--- src/rtl/tcpq_pkg.sv ---
// Shared types and constants for the three-class priority queue.
// No dependencies; imported by every module of the block.
`timescale 1ns / 1ps

package tcpq_pkg;

    localparam int DEPTH_DEF      = 16;
    localparam int DATA_WIDTH_DEF = 32;
    localparam int NUM_CLASSES    = 3;

    localparam int CMD_W       = 2;
    localparam int CLS_W       = 2;
    localparam int PAYLOAD_W   = 32;
    localparam int COUNT_OUT_W = 5;
    localparam int S_TDATA_W   = 40;
    localparam int M_TDATA_W   = 40;
    localparam int M_TUSER_W   = 1;

    localparam logic [CMD_W-1:0] CMD_PUT   = 2'd0;
    localparam logic [CMD_W-1:0] CMD_GET   = 2'd1;
    localparam logic [CMD_W-1:0] CMD_ACCEL = 2'd2;

    localparam logic [CLS_W-1:0] CLS_LOW    = 2'd0;
    localparam logic [CLS_W-1:0] CLS_NORMAL = 2'd1;
    localparam logic [CLS_W-1:0] CLS_HIGH   = 2'd2;

    // Strobes from the list controller to the slot memories.
    typedef struct packed {
        logic rd_en;
        logic pay_we;
        logic link_we;
    } mem_ctl_t;

    typedef struct packed {
        logic                   item_valid;
        logic [PAYLOAD_W-1:0]   payload_out;
        logic                   put_dropped;
        logic                   queue_empty;
        logic [COUNT_OUT_W-1:0] entry_count;
    } result_t;

endpackage

--- src/rtl/tcpq_store.sv ---
// Slot memories: payload and next-slot link, one write and one registered read each.
// Depends on tcpq_pkg for the control strobe struct.
`timescale 1ns / 1ps

module tcpq_store
    import tcpq_pkg::*;
#(
    parameter int DEPTH      = DEPTH_DEF,
    parameter int DATA_WIDTH = DATA_WIDTH_DEF
)
(
    input  logic                         clk,
    input  mem_ctl_t                     ctl,
    input  logic [$clog2(DEPTH)-1:0]     pay_rd_addr,
    input  logic [$clog2(DEPTH)-1:0]     link_rd_addr,
    input  logic [$clog2(DEPTH)-1:0]     pay_wr_addr,
    input  logic [DATA_WIDTH-1:0]        pay_wr_data,
    input  logic [$clog2(DEPTH)-1:0]     link_wr_addr,
    input  logic [$clog2(DEPTH)-1:0]     link_wr_data,
    output logic [DATA_WIDTH-1:0]        pay_rd_data,
    output logic [$clog2(DEPTH)-1:0]     link_rd_data
);

    localparam int IDX_W = $clog2(DEPTH);

    logic [DATA_WIDTH-1:0] payload_mem [DEPTH];
    logic [IDX_W-1:0]      link_mem    [DEPTH];
    logic [DATA_WIDTH-1:0] rd_payload_reg;
    logic [IDX_W-1:0]      rd_link_reg;

    always_ff @(posedge clk)
    begin
        if (ctl.pay_we)
        begin
            payload_mem[pay_wr_addr] <= pay_wr_data;
        end
        if (ctl.rd_en)
        begin
            rd_payload_reg <= payload_mem[pay_rd_addr];
        end
    end

    always_ff @(posedge clk)
    begin
        if (ctl.link_we)
        begin
            link_mem[link_wr_addr] <= link_wr_data;
        end
        if (ctl.rd_en)
        begin
            rd_link_reg <= link_mem[link_rd_addr];
        end
    end

    assign pay_rd_data  = rd_payload_reg;
    assign link_rd_data = rd_link_reg;

endmodule

--- src/rtl/tcpq_ctrl.sv ---
// List controller: class heads, tails and counts, free-slot allocation and
// the read/update sequence. Depends on tcpq_pkg.
`timescale 1ns / 1ps

module tcpq_ctrl
    import tcpq_pkg::*;
#(
    parameter int DEPTH      = DEPTH_DEF,
    parameter int DATA_WIDTH = DATA_WIDTH_DEF
)
(
    input  logic                         clk,
    input  logic                         rst_n,
    input  logic                         in_valid,
    output logic                         in_ready,
    input  logic [CMD_W-1:0]             command,
    input  logic [CLS_W-1:0]             priority_class,
    input  logic [PAYLOAD_W-1:0]         payload_in,
    input  logic                         out_free,
    output logic                         res_valid,
    output result_t                      result,
    output mem_ctl_t                     mem_ctl,
    output logic [$clog2(DEPTH)-1:0]     pay_rd_addr,
    output logic [$clog2(DEPTH)-1:0]     link_rd_addr,
    output logic [$clog2(DEPTH)-1:0]     pay_wr_addr,
    output logic [DATA_WIDTH-1:0]        pay_wr_data,
    output logic [$clog2(DEPTH)-1:0]     link_wr_addr,
    output logic [$clog2(DEPTH)-1:0]     link_wr_data,
    input  logic [DATA_WIDTH-1:0]        pay_rd_data,
    input  logic [$clog2(DEPTH)-1:0]     link_rd_data
);

    localparam int IDX_W = $clog2(DEPTH);
    localparam int CNT_W = $clog2(DEPTH + 1);

    localparam logic ST_IDLE = 1'b0;
    localparam logic ST_EXEC = 1'b1;

    logic                  state_reg, state_next;
    logic [IDX_W-1:0]      head_reg  [NUM_CLASSES];
    logic [IDX_W-1:0]      head_next [NUM_CLASSES];
    logic [IDX_W-1:0]      tail_reg  [NUM_CLASSES];
    logic [IDX_W-1:0]      tail_next [NUM_CLASSES];
    logic [CNT_W-1:0]      count_reg [NUM_CLASSES];
    logic [CNT_W-1:0]      count_next[NUM_CLASSES];
    logic [CNT_W-1:0]      fresh_reg, fresh_next;
    logic [IDX_W-1:0]      free_head_reg, free_head_next;
    logic [CMD_W-1:0]      cmd_reg;
    logic [CLS_W-1:0]      cls_reg;
    logic [DATA_WIDTH-1:0] data_reg;

    logic                  accept;
    logic                  go;
    logic [CNT_W-1:0]      total;
    logic [CNT_W-1:0]      total_after;
    logic                  full;
    logic                  use_fresh;
    logic [IDX_W-1:0]      new_slot;
    logic [CLS_W-1:0]      get_cls;
    logic [IDX_W-1:0]      get_slot;
    logic                  cls_ok;
    logic [CLS_W-1:0]      put_cls;
    logic                  put_ok;
    logic                  drop;
    logic                  get_ok;
    logic                  accel_ok;

    assign in_ready = (state_reg == ST_IDLE);
    assign accept   = in_valid && in_ready;
    assign go       = (state_reg == ST_EXEC) && out_free;

    assign total     = count_reg[0] + count_reg[1] + count_reg[2];
    assign full      = (total == CNT_W'(DEPTH));
    assign use_fresh = (fresh_reg != CNT_W'(DEPTH));
    // Slots never used come from the fresh counter, recycled ones from the free list.
    assign new_slot  = use_fresh ? fresh_reg[IDX_W-1:0] : free_head_reg;

    always_comb
    begin
        if (count_reg[CLS_HIGH] != '0)
        begin
            get_cls = CLS_HIGH;
        end
        else if (count_reg[CLS_NORMAL] != '0)
        begin
            get_cls = CLS_NORMAL;
        end
        else
        begin
            get_cls = CLS_LOW;
        end
    end

    assign get_slot = head_reg[get_cls];

    assign cls_ok   = (cls_reg == CLS_LOW) || (cls_reg == CLS_NORMAL) || (cls_reg == CLS_HIGH);
    assign put_cls  = cls_ok ? cls_reg : CLS_LOW;
    assign put_ok   = (cmd_reg == CMD_PUT) && cls_ok && !full;
    assign drop     = (cmd_reg == CMD_PUT) && cls_ok && full;
    assign get_ok   = (cmd_reg == CMD_GET) && (total != '0);
    assign accel_ok = (cmd_reg == CMD_ACCEL) && (count_reg[CLS_LOW] != '0);

    // Issue reads on accept; state registers stay put until the update cycle.
    assign pay_rd_addr  = get_slot;
    assign link_rd_addr = (command == CMD_PUT) ? free_head_reg : get_slot;
    assign pay_wr_addr  = new_slot;
    assign pay_wr_data  = data_reg;

    always_comb
    begin
        mem_ctl.rd_en   = accept;
        mem_ctl.pay_we  = go && put_ok;
        mem_ctl.link_we = 1'b0;
        link_wr_addr    = get_slot;
        link_wr_data    = free_head_reg;
        if (put_ok && (count_reg[put_cls] != '0))
        begin
            mem_ctl.link_we = go;
            link_wr_addr    = tail_reg[put_cls];
            link_wr_data    = new_slot;
        end
        else if (get_ok)
        begin
            // push the freed slot onto the free list
            mem_ctl.link_we = go;
            link_wr_addr    = get_slot;
            link_wr_data    = free_head_reg;
        end
        else if (accel_ok && (count_reg[CLS_HIGH] != '0))
        begin
            mem_ctl.link_we = go;
            link_wr_addr    = tail_reg[CLS_HIGH];
            link_wr_data    = head_reg[CLS_LOW];
        end
    end

    always_comb
    begin
        state_next     = state_reg;
        head_next      = head_reg;
        tail_next      = tail_reg;
        count_next     = count_reg;
        fresh_next     = fresh_reg;
        free_head_next = free_head_reg;
        unique case (state_reg)
            ST_IDLE:
            begin
                if (accept)
                begin
                    state_next = ST_EXEC;
                end
            end
            ST_EXEC:
            begin
                if (go)
                begin
                    state_next = ST_IDLE;
                    if (put_ok)
                    begin
                        if (count_reg[put_cls] == '0)
                        begin
                            head_next[put_cls] = new_slot;
                        end
                        tail_next[put_cls]  = new_slot;
                        count_next[put_cls] = count_reg[put_cls] + CNT_W'(1);
                        if (use_fresh)
                        begin
                            fresh_next = fresh_reg + CNT_W'(1);
                        end
                        else
                        begin
                            free_head_next = link_rd_data;
                        end
                    end
                    if (get_ok)
                    begin
                        count_next[get_cls] = count_reg[get_cls] - CNT_W'(1);
                        if (count_reg[get_cls] != CNT_W'(1))
                        begin
                            head_next[get_cls] = link_rd_data;
                        end
                        free_head_next = get_slot;
                    end
                    if (accel_ok)
                    begin
                        if (count_reg[CLS_HIGH] == '0)
                        begin
                            head_next[CLS_HIGH] = head_reg[CLS_LOW];
                        end
                        tail_next[CLS_HIGH]  = tail_reg[CLS_LOW];
                        count_next[CLS_HIGH] = count_reg[CLS_HIGH] + count_reg[CLS_LOW];
                        count_next[CLS_LOW]  = '0;
                        head_next[CLS_LOW]   = '0;
                        tail_next[CLS_LOW]   = '0;
                    end
                end
            end
            default:
            begin
                state_next = ST_IDLE;
            end
        endcase
    end

    assign total_after = total + CNT_W'(put_ok) - CNT_W'(get_ok);

    assign res_valid          = go;
    assign result.item_valid  = get_ok;
    assign result.payload_out = get_ok ? PAYLOAD_W'(pay_rd_data) : '0;
    assign result.put_dropped = drop;
    assign result.queue_empty = (total_after == '0);
    assign result.entry_count = COUNT_OUT_W'(total_after);

    always_ff @(posedge clk or negedge rst_n)
    begin
        if (!rst_n)
        begin
            state_reg     <= ST_IDLE;
            head_reg      <= '{default: '0};
            tail_reg      <= '{default: '0};
            count_reg     <= '{default: '0};
            fresh_reg     <= '0;
            free_head_reg <= '0;
        end
        else
        begin
            state_reg     <= state_next;
            head_reg      <= head_next;
            tail_reg      <= tail_next;
            count_reg     <= count_next;
            fresh_reg     <= fresh_next;
            free_head_reg <= free_head_next;
        end
    end

    always_ff @(posedge clk)
    begin
        if (accept)
        begin
            cmd_reg  <= command;
            cls_reg  <= priority_class;
            data_reg <= DATA_WIDTH'(payload_in);
        end
    end

endmodule

--- src/rtl/three_class_priority_queue_core.sv ---
// Each beat has a read phase on the slot memories (head payload and link, or the
// next free-list link) and an update phase that changes the lists and writes back;
// the core accepts no new beat until the update phase of the last one has run.
// A result waits in an output register, and the next beat is accepted meanwhile;
// it then holds in its update cycle until that register drains. Free slots are
// handed out by a fill counter first and then by a free list, so no clearing
// pass follows reset. Top level of the three-class priority queue; depends on
// tcpq_pkg, tcpq_ctrl and tcpq_store.
`timescale 1ns / 1ps

module three_class_priority_queue_core
    import tcpq_pkg::*;
#(
    parameter int DEPTH      = DEPTH_DEF,
    parameter int DATA_WIDTH = DATA_WIDTH_DEF
)
(
    input  logic                 clk,
    input  logic                 rst_n,
    input  logic                 s_tvalid,
    output logic                 s_tready,
    input  logic [S_TDATA_W-1:0] s_tdata,   // priority_class[1:0], payload_in[33:2], zero pad
    input  logic [CMD_W-1:0]     s_tuser,   // command[1:0]
    output logic                 m_tvalid,
    input  logic                 m_tready,
    output logic [M_TDATA_W-1:0] m_tdata,   // payload_out[31:0], put_dropped[32],
                                            // queue_empty[33], entry_count[38:34], zero pad
    output logic [M_TUSER_W-1:0] m_tuser    // item_valid[0]
);

    localparam int IDX_W = $clog2(DEPTH);

    mem_ctl_t              mem_ctl;
    logic [IDX_W-1:0]      pay_rd_addr;
    logic [IDX_W-1:0]      link_rd_addr;
    logic [IDX_W-1:0]      pay_wr_addr;
    logic [DATA_WIDTH-1:0] pay_wr_data;
    logic [IDX_W-1:0]      link_wr_addr;
    logic [IDX_W-1:0]      link_wr_data;
    logic [DATA_WIDTH-1:0] pay_rd_data;
    logic [IDX_W-1:0]      link_rd_data;
    logic                  out_free;
    logic                  res_valid;
    result_t               result;
    logic                  m_valid_reg;
    result_t               result_reg;

    assign out_free = !m_valid_reg || m_tready;

    tcpq_ctrl #(
        .DEPTH      (DEPTH),
        .DATA_WIDTH (DATA_WIDTH)
    ) u_ctrl (
        .clk            (clk),
        .rst_n          (rst_n),
        .in_valid       (s_tvalid),
        .in_ready       (s_tready),
        .command        (s_tuser),
        .priority_class (s_tdata[CLS_W-1:0]),
        .payload_in     (s_tdata[CLS_W+PAYLOAD_W-1:CLS_W]),
        .out_free       (out_free),
        .res_valid      (res_valid),
        .result         (result),
        .mem_ctl        (mem_ctl),
        .pay_rd_addr    (pay_rd_addr),
        .link_rd_addr   (link_rd_addr),
        .pay_wr_addr    (pay_wr_addr),
        .pay_wr_data    (pay_wr_data),
        .link_wr_addr   (link_wr_addr),
        .link_wr_data   (link_wr_data),
        .pay_rd_data    (pay_rd_data),
        .link_rd_data   (link_rd_data)
    );

    tcpq_store #(
        .DEPTH      (DEPTH),
        .DATA_WIDTH (DATA_WIDTH)
    ) u_store (
        .clk          (clk),
        .ctl          (mem_ctl),
        .pay_rd_addr  (pay_rd_addr),
        .link_rd_addr (link_rd_addr),
        .pay_wr_addr  (pay_wr_addr),
        .pay_wr_data  (pay_wr_data),
        .link_wr_addr (link_wr_addr),
        .link_wr_data (link_wr_data),
        .pay_rd_data  (pay_rd_data),
        .link_rd_data (link_rd_data)
    );

    // Output register: load a finished result, drop the flag once the beat is taken.
    always_ff @(posedge clk or negedge rst_n)
    begin
        if (!rst_n)
        begin
            m_valid_reg <= 1'b0;
        end
        else if (res_valid)
        begin
            m_valid_reg <= 1'b1;
        end
        else if (m_tready)
        begin
            m_valid_reg <= 1'b0;
        end
    end

    always_ff @(posedge clk)
    begin
        if (res_valid)
        begin
            result_reg <= result;
        end
    end

    assign m_tvalid = m_valid_reg;
    assign m_tdata  = {1'b0, result_reg.entry_count, result_reg.queue_empty,
                       result_reg.put_dropped, result_reg.payload_out};
    assign m_tuser  = result_reg.item_valid;

endmodule
--- config.mk ---
export PLATFORM = sky130hd
export DESIGN_NAME = three_class_priority_queue_core
export DESIGN_NICKNAME = d
export VERILOG_FILES = /design/src/rtl/tcpq_pkg.sv /design/src/rtl/tcpq_store.sv /design/src/rtl/tcpq_ctrl.sv /design/src/rtl/three_class_priority_queue_core.sv
export SDC_FILE = /design/constraint.sdc
export NUM_CORES = 1
export LEC_CHECK = 0
export BUFFER_PORTS_ARGS = -buffer_cell sky130_fd_sc_hd__buf_2
export CAP_MARGIN = 20
export CORE_MARGIN = 2
export CORE_UTILIZATION = 25
export DETAILED_ROUTE_END_ITERATION = 10
export PLACE_DENSITY = 0.41
export SLEW_MARGIN = 10
export SYNTH_ARGS = -nofsm -noshare
export SYNTH_HDL_FRONTEND = slang
export SYNTH_HIERARCHICAL = 1
export SYNTH_SLANG_ARGS = --single-unit
export TNS_END_PERCENT = 10
--- constraint.sdc ---
create_clock -name clk -period 6.1 [get_ports clk]
set_clock_uncertainty 0.15 [all_clocks]
set_input_delay 0.915 -clock clk [delete_from_list [all_inputs] [get_ports clk]]
set_output_delay 0.915 -clock clk [all_outputs]
set_load 0.005 [all_outputs]
# Word level (Yosys, flattened, before mapping)
# Memory sizes are Yosys's and may differ from the RTL's. A register that Yosys moved wholly into a read port is not among the register bits.
# Index checks and enable logic that the tools add are counted.
[totals]
regBits = 126
ramBits = 576
inputBits = 46
out_inout_bits = 43
wordCells = 151
memories = 2
[mem_list]
columns = ["name", "depth", "width", "read_ports", "rd_clocked_by_memory_dff", "write_ports", "line", "source"]
rows = [
  ["u_store.payload_mem", 16, 32, 1, 1, 1, "tcpq_store.sv:26", "logic [DATA_WIDTH-1:0] payload_mem [DEPTH];"],
  ["u_store.link_mem", 16, 4, 1, 1, 1, "tcpq_store.sv:27", "logic [IDX_W-1:0] link_mem [DEPTH];"],
]
[classes]
add_sub_neg = 8
magnitude_cmp = 4
eq_ne = 8
mux = 69
bitwise = 3
reduce_logical = 36
[ops]
columns = ["operator", "count"]
rows = [
  ["$mux W4", 22],
  ["$mux W12", 7],
  ["$mux W15", 4],
  ["$mux W5", 8],
  ["$bwmux W12", 3],
  ["$bwmux W15", 2],
  ["$reduce_bool A5 Y1", 5],
  ["$bmux W5 S2", 2],
  ["$demux W5 S2", 2],
  ["$bmux W4 S2", 2],
  ["$demux W4 S2", 2],
  ["$add A5 B5 Y5", 3],
  ["$logic_not A5 Y1", 3],
  ["$logic_and A1 B1 Y1", 12],
  ["$mux W1", 12],
  ["$add A5 B1 Y5 const B", 2],
  ["$reduce_and A4 Y1", 2],
  ["$ge A3 B3 Y1 const B", 2],
  ["$logic_not A2 Y1", 3],
  ["$lt A3 B1 Y1 const B", 2],
  ["$not A2 Y3", 2],
  ["$reduce_and A3 Y1", 2],
  ["$reduce_bool A2 Y1", 3],
  ["$add A5 B1 Y5", 1],
  ["14 further kinds", 20],
]

# Logic depth before layout (Yosys ltp)
# Gate-level depths: netlist (run 1).
[logic_depth]
depth_word = 19
ltp_mapped = 20
mapped_depth_nobuf = 20

# By module
# The synthesis (run 1) kept the hierarchy.
[modules_own_cells]
columns = ["module", "n_inst", "cells_per_inst", "area_per_inst_um2", "seq_area_each_um2"]
rows = [
  ["tcpq_store", 1, 968, 22791.9, 18377.6],
  ["tcpq_ctrl", 1, 556, 5688.0, 2307.2],
  ["three_class_priority_queue_core", 1, 45, 1260.0, 1226.2],
]

# Least setup slack after synthesis (run 1)
# No wires, ideal clock.
[synth_path]
kind = "register -> register"
start = "register u_ctrl/count_reg[1] (netlist bit)"
end = "memory u_store/payload_mem[0][0] (netlist bit) (enable)"
setup_ns = 0.461
t_arrival_ns = 5.503
required_ns = 5.489
slack_ns = -0.014
path_stages_with_launch = 14
n_path_buf = 0
synth_period_minus_slack_ns = 6.114
cell_sequence = "dfrtp_1 > fa_1 > ha_1 > inv_1 > fa_1 > xor2_1 > ha_1 > or3b_2 > a21oi_1 > mux2i_1 > nand2_1 > nor2_1 > or3b_2 > nor3_1"
[synth_rtl]
columns = ["element", "line", "source"]
rows = [
  ["from (decl)", "tcpq_ctrl.sv:44", "logic [CNT_W-1:0] count_reg [NUM_CLASSES];"],
  ["from (signal assigned)", "tcpq_ctrl.sv:230", "count_reg <= count_next;"],
  ["to (decl)", "tcpq_store.sv:26", ""],
]

==> flow_summary.json, run 1 <==
{
  "critPathArrivalTime_ps": 5790,
  "clock_latency_ps": 640,
  "drive_above_1_share": 0.261,
  "rsz0062_at_grt": "no",
  "fill_cells": 11543,
  "crit_required_ps": 6400,
  "drv_cap": 0,
  "wl_per_cell_um": 23.2,
  "synth_enable_flop_cells": 688,
  "stdcell_area_mm2": 0.0351,
  "rows": 126,
  "tightestPinTransition_ps": 1030,
  "synth_top_cell_by_area": "edfxtp_1",
  "cts_max_path_buffers": 3,
  "grt_pass1_vias": 16432,
  "synth.area.top_cells": "edfxtp_1 69%, mux4_2 11%, dfrtp_1 4.2%, a22oi_1 1.8%, mux2i_1 1.3%",
  "power.leakage_nw": 11.5,
  "finalNonFillerCells": 3311,
  "via_count": 15366,
  "relSlewSlack": 0.309,
  "setup_viol": 0,
  "cts_num_sinks": 738,
  "power.total_mw": 15.9,
  "whs_ps": 274,
  "drtPass1Iterations": 5,
  "ys_warn_count": 6,
  "synthCells": 1569,
  "fin_crit_sh": 0.900,
  "dpl.hpwl_mm": 43.6,
  "syn_nets": 1645,
  "crit_type": "flip-flop to flip-flop",
  "peakVddDrop_mv": 0.272,
  "p_per_area_mw_per_mm2": 452,
  "pin_count": 89,
  "tns_ps": 0,
  "diodes": 0,
  "fin_util": 0.297,
  "finalNetCount": 1781,
  "synth_most_common_cell": "edfxtp_1",
  "synth_common_cells": "688 x edfxtp_1, 144 x mux4_2, 74 x nand2_1",
  "run_status": "finished clean",
  "crit_family": "adder cells",
  "layout_setup_ws_ps": 610,
  "dp_slack_ps": 604,
  "dp.cells": 3156,
  "die_h_um": 349,
  "ys_seq_elements": 738,
  "grt_remaining_overflow": 0,
  "antenna_found_initial": 4,
  "hold_buffers": 0,
  "die_area_mm2": 0.122,
  "cp_max_fo": 7,
  "drt-initial-drc-count": 1154,
  "cts-resized-gates": 0,
  "cp_common_cell": "ha_1",
  "grt_usage": 0.126,
  "vias_per_cell": 4.64,
  "path_clk_slew_ps": 60,
  "yosysSeqAreaShare": 0.737,
  "slew_violations": 0,
  "postCtsSetupBuffers": 0,
  "avgSynthCellArea_um2": 19.0,
  "cts_tree": "built",
  "syn_area_mm2": 0.0297,
  "htree_levels": 3,
  "drt_drc_violations_left": 0,
  "cts_buffers": 83,
  "regMostFlops": "u_store/payload_mem",
  "slowest_delay_ps": 580,
  "fmax_ghz": 0.182,
  "fin_crit_ps": 5490,
  "placedInstanceArea_mm2": 0.0323,
  "floorplan.initialDensity": 0.252,
  "synth_top_area_share": 0.695,
  "hold_violations": 0,
  "grt_max_degree": 130,
  "grt_pass1_wl_mm": 113,
  "ant_nets": 0,
  "synth_cell_types": 79,
  "syn2layout_area_growth_pct": 18.0,
  "largest_reg_flops": 512,
  "core_area_mm2": 0.118,
  "root_buffer": "clkbuf_16",
  "critical_path.cell_chain": "fa_1 -> ha_1 -> inv_1 -> fa_1 -> xor2_1 -> ha_1 -> or3b_2 -> a211oi_2 -> mux2i_1 -> nand2_1 -> ha_1 -> ha_1 -> inv_1 -> fa_1 -> inv_1 -> a21oi_1 -> o21bai_1 -> xnor2_1 -> xnor2_1 -> nor4_1",
  "cp_num_buf_inv": 3,
  "place_congestion": 0.839,
  "die_w_um": 349,
  "cp-end-kind": "flip-flop",
  "numPortBuffers": 81,
  "wl_mm": 76.8,
  "timing.critical_path.slowest_stage_cell": "fa_1",
  "hold_class": "input port to asynchronous set/reset pin",
  "cp-start-kind": "flip-flop",
  "async_flop_share": 0.0678,
  "ys.flop_type": "edfxtp_1"
}
worst paths after layout:
| kind | from | cells after the start | slack [ps] | to |
|---|---|---|---|---|
| min reg2reg | u_ctrl/fresh_reg[4]$_DFFE_PN0P_ | 1 | 310 | u_ctrl/fresh_reg[4]$_DFFE_PN0P_ |
| min | rst_n | 2 | 270 | u_ctrl/count_reg[11]$_DFFE_PN0P_ |
| max in group asynchronous | rst_n | 2 | 5030 | u_ctrl/count_reg[5]$_DFFE_PN0P_ |
| max | u_ctrl/count_reg[1]$_DFFE_PN0P_ | 20 | 610 | m_tdata[33]$_DFFE_PP_ |
| min in group clk | s_tdata[8] | 1 | 290 | u_ctrl/pay_wr_data[6]$_DFFE_PP_ |
| max reg2reg | u_ctrl/count_reg[1]$_DFFE_PN0P_ | 20 | 610 | m_tdata[33]$_DFFE_PP_ |
metal layers:
metal  GRT usage  wire (um)
met1       0.178      36500
met2       0.201      36100
met3      0.0216       2850
met4      0.0315       1430
met5           0          0
cells by family (layout without fill, tap and decap cells):
group           after synthesis  in the layout  share of synthesized area
flops                       738            738                      0.737
simple gates                264            264                     0.0470
buf+inv                     113            319                     0.0171
fa+ha+maj                    30             30                     0.0144
xor+xnor                     20             20                    0.00614
other cells                   1              1                   0.000126
mux                         202            202                      0.130
compound gates              201            201                     0.0488
layout by cell type, fill, tap and decap left out, types with 13 or more instances in the layout:
| cell type | instances |
|---|---|
| o211ai_1 | 17 |
| and3_1 | 35 |
| o21ai_0 | 19 |
| nand2_1 | 74 |
| clkbuf_16 | 84 |
| clkbuf_1 | 24 |
| dfrtp_1 | 50 |
| mux2_2 | 18 |
| inv_1 | 29 |
| buf_4 | 44 |
| nor2_4 | 13 |
| nand3_1 | 21 |
| ha_1 | 23 |
| buf_2 | 81 |
| edfxtp_1 | 688 |
| nor2_1 | 34 |
| clkinv_2 | 18 |
| mux2i_1 | 39 |
| a22oi_1 | 72 |
| a21oi_1 | 25 |
| mux4_2 | 144 |
worst reg2reg max path: stages, from the launching register on:
cell and delay, ps:
dfrtp_1 470, fa_1 580, ha_1 200, inv_1 60
fa_1 370, xor2_1 290, ha_1 200, or3b_2 460
a211oi_2 340, mux2i_1 160, nand2_1 360, ha_1 210
ha_1 160, inv_1 50, fa_1 400, inv_1 80
a21oi_1 60, o21bai_1 150, xnor2_1 160, xnor2_1 110
nor4_1 290
where the power goes:
| group | internal (mW) | total, mW | switching (mW) |
|---|---|---|---|
| Clock | 2.99 | 5.05 | 2.07 |
| Sequential | 6.15 | 6.50 | 0.344 |
| Combinational | 1.79 | 4.31 | 2.51 |
| Total | 10.9 | 15.9 | 4.92 |
layout make-up:
| cell class | instances | area (um^2) | area share |
|---|---|---|---|
| Sequential cell | 738 | 21900 | 0.624 |
| Tap cell | 1536 | 1920 | 0.0548 |
| Timing Repair Buffer | 132 | 876 | 0.0250 |
| Clock buffer | 108 | 2190 | 0.0625 |
| Clock inverter | 47 | 571 | 0.0163 |
| Multi-Input combinational cell | 718 | 7500 | 0.214 |
| Inverter | 32 | 123 | 0.00349 |
No activity file was read; power rests on OpenSTA's default activity.
==> run 2: changes to the inputs <==
ABC_AREA = 1   (was not set)
==> flow_summary.json, run 2 <==
{
  "cts_buffers": 88,
  "reg2reg_depth": 20,
  "peakVddDrop_mv": 0.341,
  "grt_pass1_wl_mm": 138,
  "rr_endpoint": "m_tdata[33]$_DFFE_PP_",
  "numPortBuffers": 81,
  "grt_usage": 0.134,
  "place_congestion": 0.822,
  "crit_required_ps": 6400,
  "wl_per_cell_um": 17.7,
  "grt_pass1_vias": 21262,
  "diodes": 0,
  "cts_tree": "built",
  "fill_cells": 13656,
  "crit_family": "adder cells",
  "cp-end-kind": "flip-flop",
  "postCtsSetupBuffers": 0,
  "rows": 133,
  "avgSynthCellArea_um2": 10.2,
  "top_usage_layer": "met2",
  "cp_common_cell": "ha_1",
  "slew_violations": 0,
  "most-common-layout-cells": "951 x nand2_1, 688 x edfxtp_1, 575 x inv_1, 499 x nand3_1, 100 x nor2_1",
  "synth_top_cell_by_area": "edfxtp_1",
  "syn2layout_area_growth_pct": 15.1,
  "startpoint": "u_ctrl/count_reg[1]$_DFFE_PN0P_",
  "tns_ps": 0,
  "yosysSeqAreaShare": 0.661,
  "hold_buffers": 0,
  "cp_num_buf_inv": 3,
  "ys.flop_type": "edfxtp_1",
  "drt_drc_violations_left": 0,
  "power.total_mw": 16.9,
  "synth_common_cells": "951 x nand2_1, 688 x edfxtp_1, 578 x inv_1",
  "fin_crit_ps": 4910,
  "p_per_area_mw_per_mm2": 444,
  "cts-resized-gates": 0,
  "hold_violations": 0,
  "synth.area.top_cells": "edfxtp_1 62%, nand2_1 11%, nand3_1 7.5%, inv_1 6.5%, dfrtp_1 3.8%",
  "setup_viol": 0,
  "pin_count": 89,
  "dp_slack_ps": 1210,
  "layout_setup_ws_ps": 1190,
  "hold_class": "input port to asynchronous set/reset pin",
  "regMostFlops": "u_store/payload_mem",
  "critical_path.cell_chain": "fa_1 -> ha_1 -> inv_1 -> fa_1 -> xor2_1 -> ha_1 -> nand2_1 -> nor2_1 -> nand3_2 -> nand2_4 -> ha_1 -> ha_1 -> inv_1 -> fa_1 -> o21ai_0 -> a21oi_1 -> xor2_1 -> xor2_1 -> inv_1 -> nor4_1",
  "crit_type": "flip-flop to flip-flop",
  "synth_cell_types": 45,
  "stdcell_area_mm2": 0.0382,
  "htree_levels": 3,
  "fin_crit_sh": 0.805,
  "core_area_mm2": 0.132,
  "cp_max_fo": 6,
  "synth_enable_flop_cells": 688,
  "drt-initial-drc-count": 1367,
  "synthCells": 3249,
  "cp-start-kind": "flip-flop",
  "reg2reg_slack_ps": 1190,
  "clock_latency_ps": 660,
  "grtUsageMet2": 0.222,
  "finalNetCount": 3408,
  "largest_reg_flops": 512,
  "cts_num_sinks": 738,
  "met3_usage": 0.0224,
  "cts_max_path_buffers": 3,
  "ys_seq_elements": 738,
  "async_flop_share": 0.0678,
  "final_common_cell": "nand2_1",
  "ant_nets": 0,
  "drive_above_1_share": 0.0927,
  "placedInstanceArea_mm2": 0.0355,
  "antenna_found_initial": 2,
  "grt_remaining_overflow": 0,
  "ys_warn_count": 6,
  "die_w_um": 368,
  "run_status": "finished clean",
  "root_buffer": "clkbuf_16",
  "wl_mm": 91.3,
  "power.leakage_nw": 16.0,
  "path_clk_slew_ps": 60,
  "dpl.hpwl_mm": 51.0,
  "die_h_um": 368,
  "drtPass1Iterations": 5,
  "rsz0062_at_grt": "no",
  "slowest_delay_ps": 580,
  "synth_top_area_share": 0.623,
  "reg2reg_from": "u_ctrl/count_reg[1]$_DFFE_PN0P_",
  "syn_nets": 3325,
  "timing.critical_path.slowest_stage_cell": "fa_1",
  "vias_per_cell": 4.21,
  "grt_max_degree": 157,
  "drv_cap": 0,
  "die_area_mm2": 0.136,
  "fmax_ghz": 0.204,
  "tightestPinTransition_ps": 1080,
  "synth_most_common_cell": "nand2_1",
  "syn_area_mm2": 0.0332,
  "critPathArrivalTime_ps": 5200,
  "via_count": 21719,
  "grt_use_met1": 0.182,
  "relSlewSlack": 0.276,
  "floorplan.initialDensity": 0.252
}
[run 2: layer usage]
layer  vias up  wire length [um]
li1      10695                 -
met1     10549             42800
met2       389             43300
met4         2              1380
met3        84              3830
met5         -                 7
[run 2: cell type report]
cell class,instances,area (um^2),share of cell area
timing repair buffer,128,883,0.0231
sequential,738,21900,0.574
inverter,593,2240,0.0587
tap,1755,2200,0.0575
clock buffer,119,2340,0.0613
multi-input combinational,1783,8310,0.218
clock inverter,38,289,0.00757
[run 2: kinds of logic (layout without fill, tap and decap cells)]
group           after synthesis  in the layout  share of synthesized area
compound gates              125            125                     0.0220
buf+inv                     728            878                     0.0930
xor+xnor                     11             11                    0.00291
simple gates               1616           1616                      0.208
flops                       738            738                      0.661
fa+ha+maj                    30             30                     0.0129
other cells                   1              1                   0.000113
[run 2: worst register-to-register path, stage by stage, from the launching register on]
cell	delay [ps]
dfrtp_1	470
fa_1	580
ha_1	180
inv_1	60
fa_1	370
xor2_1	310
ha_1	210
nand2_1	50
nor2_1	180
nand3_2	240
nand2_4	250
ha_1	170
ha_1	150
inv_1	50
fa_1	390
o21ai_0	190
a21oi_1	100
xor2_1	170
xor2_1	160
inv_1	70
nor4_1	200
[run 2: report_power, final]
part	internal [mW]	switching (mW)
Clock	2.74	2.11
Combinational	1.62	3.95
Sequential	6.22	0.313
[run 2: how the worst max path moves through the flow]
stage / slack [ps] / cells after the start / to
CTS: 1150 / 20 / m_tdata[33]$_DFFE_PP_
global placement: 1210 / 20 / m_tdata[33]$_DFFE_PP_
detailed placement: 1210 / 20 / m_tdata[33]$_DFFE_PP_
floorplan: 1470 / 22 / m_tdata[33]$_DFFE_PP_
finish: 1190 / 20 / m_tdata[33]$_DFFE_PP_
global route: 830 / 16 / u_store/link_mem[7][0]$_DFFE_PP_
[run 2: per-stage QoR]
step,hold slack [ps],util,instances
after floorplan,312,-,3249
after global placement,338,0.270,4997
after detailed placement,344,0.270,4997
after CTS,223,0.290,5154
after global routing,247,0.290,5154
final,282,0.290,5154
